--- config.mk ---
export PLATFORM = sky130hd
export DESIGN_NAME = page_frame_bitmap_allocator
export DESIGN_NICKNAME = d
export VERILOG_FILES = /design/src/hdl/pfba_pkg.sv /design/src/hdl/pfba_map.sv /design/src/hdl/pfba_chk.sv /design/src/hdl/page_frame_bitmap_allocator.sv
export VERILOG_INCLUDE_DIRS = /design/src /design/src/hdl
export SDC_FILE = /design/constraint.sdc
export NUM_CORES = 2
export LEC_CHECK = 0
export ABC_AREA = 1
export BUFFER_PORTS_ARGS = -buffer_cell sky130_fd_sc_hd__buf_2
export CAP_MARGIN = 15
export CELL_PAD_IN_SITES_DETAIL_PLACEMENT = 2
export CELL_PAD_IN_SITES_GLOBAL_PLACEMENT = 2
export CORE_ASPECT_RATIO = 0.5
export CORE_MARGIN = 3
export CORE_UTILIZATION = 37
export DETAILED_ROUTE_END_ITERATION = 12
export PLACE_DENSITY_LB_ADDON = 0.05
export SLEW_MARGIN = 20
export SYNTH_ARGS = -nofsm -noshare
export SYNTH_HDL_FRONTEND = slang
export SYNTH_SLANG_ARGS = --single-unit
--- constraint.sdc ---
create_clock -name clk -period 7.9 [get_ports clk]
set_input_delay 1.975 -clock clk [delete_from_list [all_inputs] [get_ports clk]]
set_output_delay 1.975 -clock clk [all_outputs]
set_load 0.02 [all_outputs]
--- src/hdl/page_frame_bitmap_allocator_macros.svh ---
// ----------------------------------------------------------------------------
// Page frame allocator assertion macros
// Shared macros for concurrent checks; they expand to nothing in synthesis.
// ----------------------------------------------------------------------------
`ifndef PAGE_FRAME_BITMAP_ALLOCATOR_MACROS_SVH
`define PAGE_FRAME_BITMAP_ALLOCATOR_MACROS_SVH
`ifndef SYNTHESIS
`define PFBA_ASSERT_IMPLY(label, clk, rst, a, c) \
  label: assert property (@(posedge clk) disable iff (rst) (a) |-> (c)) \
    else $error("allocator check failed: same-cycle implication");
`define PFBA_ASSERT_NEXT(label, clk, rst, a, c) \
  label: assert property (@(posedge clk) disable iff (rst) (a) |=> (c)) \
    else $error("allocator check failed: next-cycle implication");
`else
`define PFBA_ASSERT_IMPLY(label, clk, rst, a, c)
`define PFBA_ASSERT_NEXT(label, clk, rst, a, c)
`endif
`endif

--- src/hdl/pfba_pkg.sv ---
// ----------------------------------------------------------------------------
// Page frame allocator package
// Beat types, action and status codes, and fixed bitmap word geometry.
// ----------------------------------------------------------------------------
package pfba_pkg;

  localparam int WORD_BITS   = 32;
  localparam int BIT_W       = 5;
  localparam int ADDR_W      = 64;
  localparam int CFG_INDEX_W = 1;

  localparam logic [BIT_W-1:0] WORD_MSB = 5'd31;

  localparam logic [1:0] ACT_ALLOC        = 2'd0;
  localparam logic [1:0] ACT_ALLOC_KERNEL = 2'd1;
  localparam logic [1:0] ACT_FREE         = 2'd2;
  localparam logic [1:0] ACT_RESERVE      = 2'd3;

  localparam logic [1:0] ST_OK    = 2'd0;
  localparam logic [1:0] ST_NOMEM = 2'd1;
  localparam logic [1:0] ST_BAD   = 2'd2;

  localparam logic [CFG_INDEX_W-1:0] CFG_PHYS_BASE   = 1'b0;
  localparam logic [CFG_INDEX_W-1:0] CFG_VIRT_OFFSET = 1'b1;

  typedef struct packed {
    logic [1:0]        action;
    logic [ADDR_W-1:0] address;
    logic [ADDR_W-1:0] range_end;
  } item_t;

  typedef struct packed {
    logic [ADDR_W-1:0] page_address;
    logic [1:0]        status;
  } result_t;

  typedef struct packed {
    logic rd;
    logic wr;
    logic zero;
    logic set;
  } map_op_t;

  typedef struct packed {
    logic zero;
    logic in_frames;
    logic empty;
    logic fits;
  } chk_t;

endpackage

--- src/hdl/pfba_map.sv ---
// ----------------------------------------------------------------------------
// Page frame allocator bitmap memory
// Word-wide used map with registered read, masked write-back and a
// lowest-free-bit finder on the word last read.
// ----------------------------------------------------------------------------
module pfba_map #(
  parameter int  FRAME_COUNT = 1024,
  localparam int WORDS = (FRAME_COUNT + pfba_pkg::WORD_BITS - 1) / pfba_pkg::WORD_BITS,
  localparam int AW    = (WORDS > 1) ? $clog2(WORDS) : 1
) (
  input  logic                                 clk,
  input  pfba_pkg::map_op_t                    op,
  input  logic [AW-1:0]                        rd_addr,
  input  logic [AW-1:0]                        wr_addr,
  input  logic [pfba_pkg::WORD_BITS-1:0]       mask,
  output logic [AW-1:0]                        rd_idx,
  output logic                                 found,
  output logic [pfba_pkg::BIT_W-1:0]           found_bit
);

  localparam int WB    = pfba_pkg::WORD_BITS;
  localparam int BW    = pfba_pkg::BIT_W;
  localparam logic [AW-1:0] LAST_WORD = AW'(WORDS - 1);
  localparam logic [WB-1:0] LAST_MASK = {WB{1'b1}} >> (WB * WORDS - FRAME_COUNT);

  logic [WB-1:0] mem [WORDS];
  logic [WB-1:0] rd_data;
  logic [WB-1:0] wr_data;
  logic [WB-1:0] free_bits;
  logic [WB-1:0] low_bit;

  always_comb begin
    if (op.zero) begin
      wr_data = '0;
    end else if (op.set) begin
      wr_data = rd_data | mask;
    end else begin
      wr_data = rd_data & ~mask;
    end
  end

  always_ff @(posedge clk) begin
    if (op.wr) begin
      mem[wr_addr] <= wr_data;
    end
    if (op.rd) begin
      rd_data <= mem[rd_addr];
      rd_idx  <= rd_addr;
    end
  end

  always_comb begin
    free_bits = ~rd_data & ((rd_idx == LAST_WORD) ? LAST_MASK : {WB{1'b1}});
    low_bit   = free_bits & (~free_bits + 1'b1);
    found     = |free_bits;
    found_bit = '0;
    for (int i = 0; i < WB; i++) begin
      if (low_bit[i]) begin
        found_bit = found_bit | BW'(i);
      end
    end
  end

endmodule

--- src/hdl/pfba_chk.sv ---
// ----------------------------------------------------------------------------
// Page frame allocator address check
// Two register stages that turn a free or reserve request into a frame
// range and its validity flags.
// ----------------------------------------------------------------------------
module pfba_chk #(
  parameter int  FRAME_COUNT = 1024,
  parameter int  PAGE_SHIFT  = 12,
  localparam int WORDS = (FRAME_COUNT + pfba_pkg::WORD_BITS - 1) / pfba_pkg::WORD_BITS,
  localparam int AW    = (WORDS > 1) ? $clog2(WORDS) : 1,
  localparam int FXW   = AW + pfba_pkg::BIT_W
) (
  input  logic                            clk,
  input  logic [pfba_pkg::ADDR_W-1:0]     base,
  input  logic [pfba_pkg::ADDR_W-1:0]     address,
  input  logic [pfba_pkg::ADDR_W-1:0]     range_end,
  output pfba_pkg::chk_t                  flags,
  output logic [FXW-1:0]                  first,
  output logic [FXW-1:0]                  last
);

  localparam logic [FXW:0] FC_X = (FXW + 1)'(FRAME_COUNT);
  localparam logic [pfba_pkg::ADDR_W-1:0] FC_W = pfba_pkg::ADDR_W'(FRAME_COUNT);

  logic                          below;
  logic                          empty;
  logic                          zero;
  logic [pfba_pkg::ADDR_W-1:0]   diff;
  logic [pfba_pkg::ADDR_W-1:0]   span;
  logic [pfba_pkg::ADDR_W-1:0]   hi_diff;
  logic [pfba_pkg::ADDR_W-1:0]   span_frames;
  logic [FXW-1:0]                first_c;
  logic [FXW:0]                  end_sum;

  always_ff @(posedge clk) begin
    below <= address < base;
    empty <= address >= range_end;
    zero  <= address == '0;
    diff  <= address - base;
    span  <= range_end - address - 1'b1;
  end

  always_comb begin
    hi_diff     = diff >> PAGE_SHIFT;
    span_frames = span >> PAGE_SHIFT;
    first_c     = hi_diff[FXW-1:0];
    end_sum     = {1'b0, span_frames[FXW-1:0]} + {1'b0, first_c};
  end

  always_ff @(posedge clk) begin
    flags.zero      <= zero;
    flags.empty     <= empty;
    flags.in_frames <= !below && (hi_diff < FC_W);
    flags.fits      <= (span_frames < FC_W) && (end_sum < FC_X);
    first           <= first_c;
    last            <= first_c + span_frames[FXW-1:0];
  end

endmodule

--- src/hdl/page_frame_bitmap_allocator.sv ---
// ----------------------------------------------------------------------------
// Page frame bitmap allocator
// First-fit allocator over a used bitmap of 32-bit words. Allocate reads the
// words in order from word 0 and sets the lowest free bit; free clears one
// bit; reserve sets a frame range one bitmap word at a time. A free or reserve
// that fails its check is rejected. One item at a time. After reset a clearing
// pass writes (FRAME_COUNT+31)/32 words, one per cycle, with busy high.
// Results are strobed on done and cannot be stalled.
// ----------------------------------------------------------------------------
`include "page_frame_bitmap_allocator_macros.svh"

module page_frame_bitmap_allocator #(
  parameter int FRAME_COUNT = 1024,
  parameter int PAGE_SHIFT  = 12
) (
  input  logic                                clk,
  input  logic                                rst,
  input  logic                                start,
  output logic                                busy,
  input  pfba_pkg::item_t                     item,
  output logic                                done,
  output pfba_pkg::result_t                   result,
  input  logic                                cfg_valid,
  output logic                                cfg_ready,
  input  logic [pfba_pkg::CFG_INDEX_W-1:0]    cfg_index,
  input  logic [pfba_pkg::ADDR_W-1:0]         cfg_data
);

  localparam int WB    = pfba_pkg::WORD_BITS;
  localparam int BW    = pfba_pkg::BIT_W;
  localparam int WORDS = (FRAME_COUNT + WB - 1) / WB;
  localparam int AW    = (WORDS > 1) ? $clog2(WORDS) : 1;
  localparam int FXW   = AW + BW;
  localparam logic [AW-1:0] LAST_WORD = AW'(WORDS - 1);

  localparam logic [3:0] S_CLR    = 4'd0;
  localparam logic [3:0] S_IDLE   = 4'd1;
  localparam logic [3:0] S_CHK1   = 4'd2;
  localparam logic [3:0] S_CHK2   = 4'd3;
  localparam logic [3:0] S_DECIDE = 4'd4;
  localparam logic [3:0] S_SCAN   = 4'd5;
  localparam logic [3:0] S_ADDR1  = 4'd6;
  localparam logic [3:0] S_ADDR2  = 4'd7;
  localparam logic [3:0] S_RMW_RD = 4'd8;
  localparam logic [3:0] S_RMW_WR = 4'd9;

  logic [3:0]                   state, state_next;
  logic [AW-1:0]                clr_addr, clr_addr_next;
  logic [AW-1:0]                scan_addr, scan_addr_next;
  logic                         scan_more, scan_more_next;
  logic                         pend;
  logic [AW-1:0]                cur_word, cur_word_next;
  logic                         done_next;
  pfba_pkg::result_t            res_next;
  pfba_pkg::item_t              req;
  logic [FXW-1:0]               frame;
  logic [pfba_pkg::ADDR_W-1:0]  phys_addr;
  logic [pfba_pkg::ADDR_W-1:0]  phys_base;
  logic [pfba_pkg::ADDR_W-1:0]  virt_offset;

  pfba_pkg::map_op_t            map_op;
  logic [AW-1:0]                map_rd_addr;
  logic [AW-1:0]                map_wr_addr;
  logic [WB-1:0]                map_mask;
  logic [AW-1:0]                map_rd_idx;
  logic                         map_found;
  logic [BW-1:0]                map_found_bit;

  pfba_pkg::chk_t               chk;
  logic [FXW-1:0]               first;
  logic [FXW-1:0]               last;
  logic [WB-1:0]                lo_mask;
  logic [WB-1:0]                hi_mask;

  pfba_map #(
    .FRAME_COUNT (FRAME_COUNT)
  ) u_map (
    .clk       (clk),
    .op        (map_op),
    .rd_addr   (map_rd_addr),
    .wr_addr   (map_wr_addr),
    .mask      (map_mask),
    .rd_idx    (map_rd_idx),
    .found     (map_found),
    .found_bit (map_found_bit)
  );

  pfba_chk #(
    .FRAME_COUNT (FRAME_COUNT),
    .PAGE_SHIFT  (PAGE_SHIFT)
  ) u_chk (
    .clk       (clk),
    .base      (phys_base),
    .address   (req.address),
    .range_end (req.range_end),
    .flags     (chk),
    .first     (first),
    .last      (last)
  );

  assign busy      = (state != S_IDLE);
  assign cfg_ready = 1'b1;

  always_comb begin
    lo_mask = (cur_word == first[FXW-1:BW]) ? ({WB{1'b1}} << first[BW-1:0]) : {WB{1'b1}};
    hi_mask = (cur_word == last[FXW-1:BW])
            ? ({WB{1'b1}} >> (pfba_pkg::WORD_MSB - last[BW-1:0])) : {WB{1'b1}};
  end

  always_comb begin
    state_next     = state;
    clr_addr_next  = clr_addr;
    scan_addr_next = scan_addr;
    scan_more_next = scan_more;
    cur_word_next  = cur_word;
    done_next      = 1'b0;
    res_next       = result;
    map_op         = '0;
    map_rd_addr    = scan_addr;
    map_wr_addr    = cur_word;
    map_mask       = '0;
    case (state)
      S_CLR: begin
        map_op.wr   = 1'b1;
        map_op.zero = 1'b1;
        map_wr_addr = clr_addr;
        if (clr_addr == LAST_WORD) begin
          state_next = S_IDLE;
        end else begin
          clr_addr_next = clr_addr + 1'b1;
        end
      end
      S_IDLE: begin
        if (start) begin
          case (item.action)
            pfba_pkg::ACT_ALLOC, pfba_pkg::ACT_ALLOC_KERNEL: begin
              state_next     = S_SCAN;
              scan_addr_next = '0;
              scan_more_next = 1'b1;
            end
            default: begin
              state_next = S_CHK1;
            end
          endcase
        end
      end
      S_CHK1: begin
        state_next = S_CHK2;
      end
      S_CHK2: begin
        state_next = S_DECIDE;
      end
      S_DECIDE: begin
        cur_word_next = first[FXW-1:BW];
        if (req.action == pfba_pkg::ACT_FREE) begin
          if (chk.zero) begin
            state_next = S_IDLE;
            done_next  = 1'b1;
            res_next   = '{page_address: '0, status: pfba_pkg::ST_OK};
          end else if (!chk.in_frames) begin
            state_next = S_IDLE;
            done_next  = 1'b1;
            res_next   = '{page_address: '0, status: pfba_pkg::ST_BAD};
          end else begin
            state_next = S_RMW_RD;
          end
        end else if (chk.empty || !chk.in_frames || !chk.fits) begin
          state_next = S_IDLE;
          done_next  = 1'b1;
          res_next   = '{page_address: '0, status: pfba_pkg::ST_BAD};
        end else begin
          state_next = S_RMW_RD;
        end
      end
      S_RMW_RD: begin
        map_op.rd   = 1'b1;
        map_rd_addr = cur_word;
        state_next  = S_RMW_WR;
      end
      S_RMW_WR: begin
        map_op.wr   = 1'b1;
        map_op.set  = (req.action == pfba_pkg::ACT_RESERVE);
        map_wr_addr = cur_word;
        if (req.action == pfba_pkg::ACT_FREE) begin
          map_mask = WB'(1) << first[BW-1:0];
        end else begin
          map_mask = lo_mask & hi_mask;
        end
        if ((req.action == pfba_pkg::ACT_FREE) || (cur_word == last[FXW-1:BW])) begin
          state_next = S_IDLE;
          done_next  = 1'b1;
          res_next   = '{page_address: '0, status: pfba_pkg::ST_OK};
        end else begin
          cur_word_next = cur_word + 1'b1;
          state_next    = S_RMW_RD;
        end
      end
      S_SCAN: begin
        map_op.rd   = scan_more;
        map_rd_addr = scan_addr;
        if (scan_more) begin
          if (scan_addr == LAST_WORD) begin
            scan_more_next = 1'b0;
          end else begin
            scan_addr_next = scan_addr + 1'b1;
          end
        end
        if (pend && map_found) begin
          map_op.wr   = 1'b1;
          map_op.set  = 1'b1;
          map_wr_addr = map_rd_idx;
          map_mask    = WB'(1) << map_found_bit;
          state_next  = S_ADDR1;
        end else if (pend && (map_rd_idx == LAST_WORD)) begin
          state_next = S_IDLE;
          done_next  = 1'b1;
          res_next   = '{page_address: '0, status: pfba_pkg::ST_NOMEM};
        end
      end
      S_ADDR1: begin
        state_next = S_ADDR2;
      end
      S_ADDR2: begin
        state_next = S_IDLE;
        done_next  = 1'b1;
        res_next.status = pfba_pkg::ST_OK;
        if ((req.action == pfba_pkg::ACT_ALLOC_KERNEL) && (phys_addr != '0)) begin
          res_next.page_address = phys_addr + virt_offset;
        end else begin
          res_next.page_address = phys_addr;
        end
      end
      default: begin
        state_next = S_IDLE;
      end
    endcase
  end

  always_ff @(posedge clk) begin
    if (rst) begin
      state     <= S_CLR;
      clr_addr  <= '0;
      scan_addr <= '0;
      scan_more <= 1'b0;
      pend      <= 1'b0;
      cur_word  <= '0;
      done      <= 1'b0;
    end else begin
      state     <= state_next;
      clr_addr  <= clr_addr_next;
      scan_addr <= scan_addr_next;
      scan_more <= scan_more_next;
      pend      <= (state == S_SCAN) && scan_more;
      cur_word  <= cur_word_next;
      done      <= done_next;
    end
  end

  always_ff @(posedge clk) begin
    result <= res_next;
    if (start && !busy) begin
      req <= item;
    end
    if (state == S_SCAN) begin
      frame <= {map_rd_idx, map_found_bit};
    end
    phys_addr <= phys_base + (pfba_pkg::ADDR_W'(frame) << PAGE_SHIFT);
  end

  always_ff @(posedge clk) begin
    if (rst) begin
      phys_base   <= '0;
      virt_offset <= '0;
    end else if (cfg_valid && cfg_ready) begin
      case (cfg_index)
        pfba_pkg::CFG_PHYS_BASE:   phys_base   <= cfg_data;
        pfba_pkg::CFG_VIRT_OFFSET: virt_offset <= cfg_data;
        default: begin
        end
      endcase
    end
  end

  `PFBA_ASSERT_IMPLY(a_done_when_idle, clk, rst, done, !busy)
  `PFBA_ASSERT_NEXT(a_accept_goes_busy, clk, rst, start && !busy, busy)
  `PFBA_ASSERT_IMPLY(a_fail_gives_zero, clk, rst, done && (result.status != pfba_pkg::ST_OK), result.page_address == '0)
  `PFBA_ASSERT_IMPLY(a_idle_no_write, clk, rst, state == S_IDLE, !map_op.wr)

endmodule

# ---- Word level (Yosys, flattened, before mapping)
# Memory sizes are Yosys's and may differ from the RTL's. A register that Yosys moved wholly into a read port is not among the register bits.
# Cells that the tools add are included.
dict set report totals {
  reg_bits 580
  ram_bits 1024
  in_bits 199
  output_inout_bits 69
  wordCells 283
  memories 1
}
dict set report op_classes {
  add_sub_neg 12
  order_cmp 5
  n_eq_ne 33
  shift 4
  mux 159
  bitwise 7
  reduce_logical 34
}
# name words width rd rd_clocked_by_memory_dff write_ports line_no
set memory_table {}
lappend memory_table {u_map.mem 32 32 1 1 1 pfba_map.sv:26} ;# logic [WB-1:0] mem [WORDS];
# cell n
set ops {}
lappend ops {{66-bit 2-to-1 mux} 19}
lappend ops {{64-bit 2-to-1 mux} 12}
lappend ops {{32-bit 2-to-1 mux} 9}
lappend ops {{66-bit one-hot mux with 4 select lines} 1}
lappend ops {{5-bit 2-to-1 mux} 33}
lappend ops {{4-bit 2-to-1 mux} 33}
lappend ops {{64-bit subtractor} 2}
lappend ops {{52-bit by 11-bit < comparator with 1-bit output, second input constant} 2}
lappend ops {{32-bit AND} 3}
lappend ops {{32-bit inverter} 3}
lappend ops {{64-bit by 22-bit adder with 64-bit output} 1}
lappend ops {{64-bit adder} 1}
lappend ops {{64-bit greater-or-equal comparator} 1}
lappend ops {{64-bit zero test} 1}
lappend ops {{64-bit < comparator} 1}
lappend ops {{32-bit one-hot mux with 2 select lines} 1}
lappend ops {{64-bit nonzero test} 1}
lappend ops {{1-bit by 5-bit << shifter with 32-bit output, first input constant} 2}
lappend ops {{64-bit by 1-bit subtractor with 64-bit output, second input constant} 1}
lappend ops {{4-bit one-hot mux with 9 select lines} 1}
lappend ops {{1-bit 2-to-1 mux} 35}
lappend ops {{32-bit by 1-bit adder with 32-bit output, second input constant} 1}
lappend ops {{32-bit bitwise OR} 1}
lappend ops {{32-bit OR reduction} 1}
lappend ops {{other kinds (36)} 88}

# ---- Logic depth before layout (Yosys ltp)
dict set report depth {
  ltp_word 44
  depth_mapped 17
  depth_no_buf 17
}

# ---- Cells and area by module
# Synthesis repeated with hierarchy kept, for this count alone.
dict set report hier_totals {
  cells_unflattened 10040
  area_unflattened_um2 84050.6
}
# mod instances cells_per_inst area_each_um2
set modules_own_cells {}
lappend modules_own_cells {pfba_map 1 3676 43691.9}
lappend modules_own_cells {page_frame_bitmap_allocator 1 3320 23882.9}
lappend modules_own_cells {pfba_chk 1 3044 16475.8}

# ---- Worst setup path before layout
# OpenSTA, ideal clock, no wires.
dict set report synth_timing {
  kind {reg-to-reg}
  start {register u_map.rd_data[1], read port of u_map.mem}
  end {register result[0] (netlist bit) (enable)}
  setup_time_ns 0.656
  arrival_time_ns 7.480
  slack_ns -0.236
  stages_incl_launch_ff 9
  n_path_buf 0
  period_less_slack_ns 8.136
  cell_sequence {edfxtp_1 -> nand2_2 -> nor2_4 -> nand2_4 -> nor2_1 -> nand2_1 -> nand2_4 -> nor2_4 -> nor4_1}
}
dict set report synth_via {
  elab_chain_len 5
}
# element line_no
set synth_rtl {}
lappend synth_rtl {{from (decl)} pfba_map.sv:27} ;# logic [WB-1:0] rd_data;
lappend synth_rtl {{32-bit inverter} pfba_map.sv:53} ;# free_bits = ~rd_data & ((rd_idx == LAST_WORD) ? LAST_MASK : {WB{1'b1}});
lappend synth_rtl {{32-bit OR reduction} pfba_map.sv:55} ;# found = |free_bits;
lappend synth_rtl {{1-bit logical AND} page_frame_bitmap_allocator.sv:208} ;# if (pend && map_found) begin
lappend synth_rtl {{2-bit != test (no line)} -}
lappend synth_rtl {{6-bit AND reduction (no line)} -}
lappend synth_rtl {{to (signal assigned)} page_frame_bitmap_allocator.sv:260} ;# result <= res_next;
lappend synth_rtl {{to (decl)} page_frame_bitmap_allocator.sv:22} ;# output pfba_pkg::result_t result,
# Every way passes these cells.
# A chain may end at the register's enable or synchronous reset.

# ---- Worst setup path after layout
dict set report layout_timing {
  start {register state[0]}
  end {register u_map.rd_data[11], read port of u_map.mem (data pin)}
}
dict set report layout_via {
  elab_chain_len 2
}
# element line_no
set layout_rtl {}
lappend layout_rtl {{from (decl)} page_frame_bitmap_allocator.sv:47} ;# logic [3:0] state, state_next;
lappend layout_rtl {{from (signal assigned)} page_frame_bitmap_allocator.sv:249} ;# state <= state_next;
lappend layout_rtl {{4-bit by 3-bit == test with 1-bit output or 4-bit == test (tied branches)} page_frame_bitmap_allocator.sv:122} ;# case (state)
lappend layout_rtl {{1-bit one-hot mux with 2 select lines or 5-bit 2-to-1 mux (tied branches)} page_frame_bitmap_allocator.sv:122}
# Parallel ways exist; a longest one is shown, timed or not.

==> key figures <==
Run status
  • Status: complete, no violations

Logic synthesis
  • Post-synth ARST share: 0%
  • Cell count after synthesis: 8133
  • #FFs+latches synth: approximately 1600
  • Main synth FF type: edfxtp_1
  • Post-synth EDFFs: 1267
  • Post-synthesis net count: 8613
  • Avg Inst Size Synth: 9.62 sq um
  • Synth unique cells: 60
  • Register area share after synthesis: 57.4%
  • Yosys warnings: 0
  • Post-Syn Area: 78300 sq um

STA
  • Peak Freq: 194 MHz
  • WHS: 0.339 ns
  • Final count of negative-setup-slack endpoints: 0
  • Worst slew pin tran: around 1.2 ns
  • Slew headroom: 19.7%
  • Final Hold Fails: 0
  • Period minus WS final: 5.14 ns
  • Pins Over Slew Limit: 0
  • RSZ-0062 raised after global routing: false
  • Final worst slack: 2.76 ns
  • Fin Setup TNS: 0 ns
  • Final worst path period share: 65.1%
  • Final Skew: 0.0875 ns

Critical path
  • Critical path required time: roughly 8.4 ns
  • Worst path cell trace: nor2_4 -> nand2_2 -> nand2_2 -> o21ai_4 -> buf_12 -> buf_4 -> buf_4 -> o21ai_0 -> o221ai_1 -> nand3_1 -> nand2_1 -> nor2_1 -> a31oi_1
  • Critical Path Sink Type: flop
  • Startpoint types: flop
  • CP max stage delay: approximately 0.79 ns
  • CP Data Arrival Time: about 5.7 ns
  • CP Class: reg -> reg
  • CP max-delay cell: buf_4
  • Maximum fanout along the worst path: 135

Drt
  • M1 WL: ~150000 um
  • Final Routed Wirelength: between 300000 and 400000 um
  • DR WL met2: about 150000 um
  • Met3 routed WL: 17200 um
  • # DRC: 0
  • Top sig layer: met4
  • WL/cell: roughly 29 um
  • Drt initial violations: between 5000 and 6000
  • Vias: roughly 64000
  • DR pass1 iterations: 6
  • Antenna viol nets, final: 0
  • Vias/cell: about 5.7

Power
  • Maximum vdd ir drop: 0.207 mV
  • Leakage dissipation: around 0.032 uW
  • Total power: 18100 uW
  • Power per cell area: 205 nW/um^2

Clock tree
  • Number of CTS-inserted buffers: approximately 160
  • CTS clk-pin slew, worst paths: approximately 0.070 ns
  • Clock buffer depth: 4
  • Post-CTS Setup Bufs: 0
  • CTS tree: done
  • Hold-fix buffers, CTS: 0
  • Skew-Pair Late Insertion Delay: 0.86 ns
  • PostCTS Resize Cnt: 0
  • CTS H-tree lvls: 4
  • Root Buffer: clkbuf_16
  • Clk sink count: 1612

Placed design
  • DP Wirelength: 220000 um
  • IO buf count: 266
  • Setup WS pre-CTS: 2.76 ns
  • RD Place Congestion: 0.914

Floorplan
  • Die H: about 330 um
  • Rows: ~120
  • Width of the die: 656 um
  • Total core area: 209000 sq um
  • Ports: roughly 270
  • Initial Utilization: 37.5%
  • Die area: 217000 sq um

Finish
  • Final nets: 8815
  • Layout cells sized above 1: between 8 and 9%
  • Number of fill cells: 22500
  • Commonest cells after routing, fill and taps aside: 1267 x edfxtp_1, 1230 x nor2_1, 973 x o21ai_0, 883 x inv_1, 839 x nand2_1
  • Most common cell after layout, fill and taps aside: edfxtp_1
  • Area growth, synth to finish: 12.5%

Worst hold path
  • HP Class: reg -> reg

GRT
  • Initial antenna violation count: 10
  • Grt ovf: 0
  • First-pass GRT wire length: 471000 um
  • Largest net degree at the start of global routing: approximately 210
  • Vias in the first global route: between 60000 and 70000
  • Gr usage total: 28.9%

Job
  • Max Cap Viol: 0
Yosys cell counts, drive strengths merged, types with 3 or more instances:
cell	number	share of area [%]
o41ai	3	0.034
or2	12	0.096
xnor2	52	0.58
a21boi	16	0.15
o21a	18	0.17
nor4	88	0.70
nor3b	4	0.038
clkbuf	205	0.99
o21ai	1027	6.6
buf	110	0.77
o221ai	182	2.1
nor3	92	0.60
o31ai	4	0.038
ha	278	4.4
o22ai	91	0.73
edfxtp	1267	49
a21oi	536	3.4
and3	4	0.032
clkinv	3	0.014
nand3	314	2.0
dfxtp	345	8.8
a211oi	22	0.21
o21bai	34	0.33
fa	3	0.077
a221oi	7	0.078
o2111ai	6	0.067
a21o	34	0.33
inv	909	4.4
nand2	848	4.1
nand4	71	0.57
a31oi	65	0.52
xor2	141	1.6
nand3b	6	0.058
nor2	1282	6.2
o211ai	44	0.42
worst paths after layout:
kind / slack (ns) / start / end / cells past startpoint
setup / recovery: 2.76 / state[0] / u_map.rd_data[11] / 13
hold / removal: 0.34 / u_chk.zero / u_chk.flags[3] / 0
setup reg to reg: 2.76 / state[0] / u_map.rd_data[11] / 13
hold reg to reg: 0.34 / u_chk.zero / u_chk.flags[3] / 0
kinds of logic (layout without fill, tap and decap cells):
family | Yosys count | after routing | synth area share (%)
buffers and inverters | 1227 | 1545 | 6.14
XOR/XNOR | 193 | 193 | 2.16
other | 1 | 2 | 0.00479
flip-flops | 1612 | 1612 | 57.4
AND/OR/NAND/NOR | 2724 | 2724 | 14.5
AO/OA/AOI/OAI | 2095 | 2095 | 15.2
adder cells (fa/ha/maj) | 281 | 281 | 4.52
power breakdown:
part / internal (uW) / switching [uW] / total [uW]
Sequential: 9230 / 141 / 9370
Clock: 4140 / 3490 / 7630
Combinational: 325 / 756 / 1080
registers in the layout, summed over array words and instances (netlist names), 10 cells and up:
signal	cells
u_map.mem	1024
u_map.rd_data	32
u_chk.last	10
frame	10
u_chk.first	10
req	130
u_chk.span	52
virt_offset	64
result	66
u_chk.diff	52
phys_base	64
phys_addr	64
per-layer routing:
layer	up-vias	track usage, %
li1	28800	-
met1	32800	40.5
met2	1714	47.6
met3	373	3.92
met4	0	6.84
met5	-	0
area by class of cell:
cell class | count | area, sq um | share of cell area [%]
flip-flops and latches | 1612 | 45000 | 51.1
multi-input cells | 5294 | 29000 | 33.0
clock buffers | 217 | 4360 | 4.96
well taps | 2820 | 3530 | 4.01
inverters | 912 | 3460 | 3.93
repair buffers | 353 | 2180 | 2.47
clock inverters | 63 | 542 | 0.615
diodes | 1 | 2.50 | 0.00284
critical path: cells and delay by family (launching register included):
family	cells	cell delay, ns
buffers and inverters	3	2.01
AND/OR/NAND/NOR	6	0.85
flip-flops	1	0.45
AO/OA/AOI/OAI	4	1.44
metrics by stage:
stage	std cells	util [%]	instance area, sq um
after floorplan	8133	-	78300
after global placement	11000	39.7	82900
after detailed placement	11000	39.8	83100
after CTS	11300	42.2	88000
after global routing	11300	42.2	88000
final	11300	42.2	88000
No activity file was read; power rests on OpenSTA's default activity.
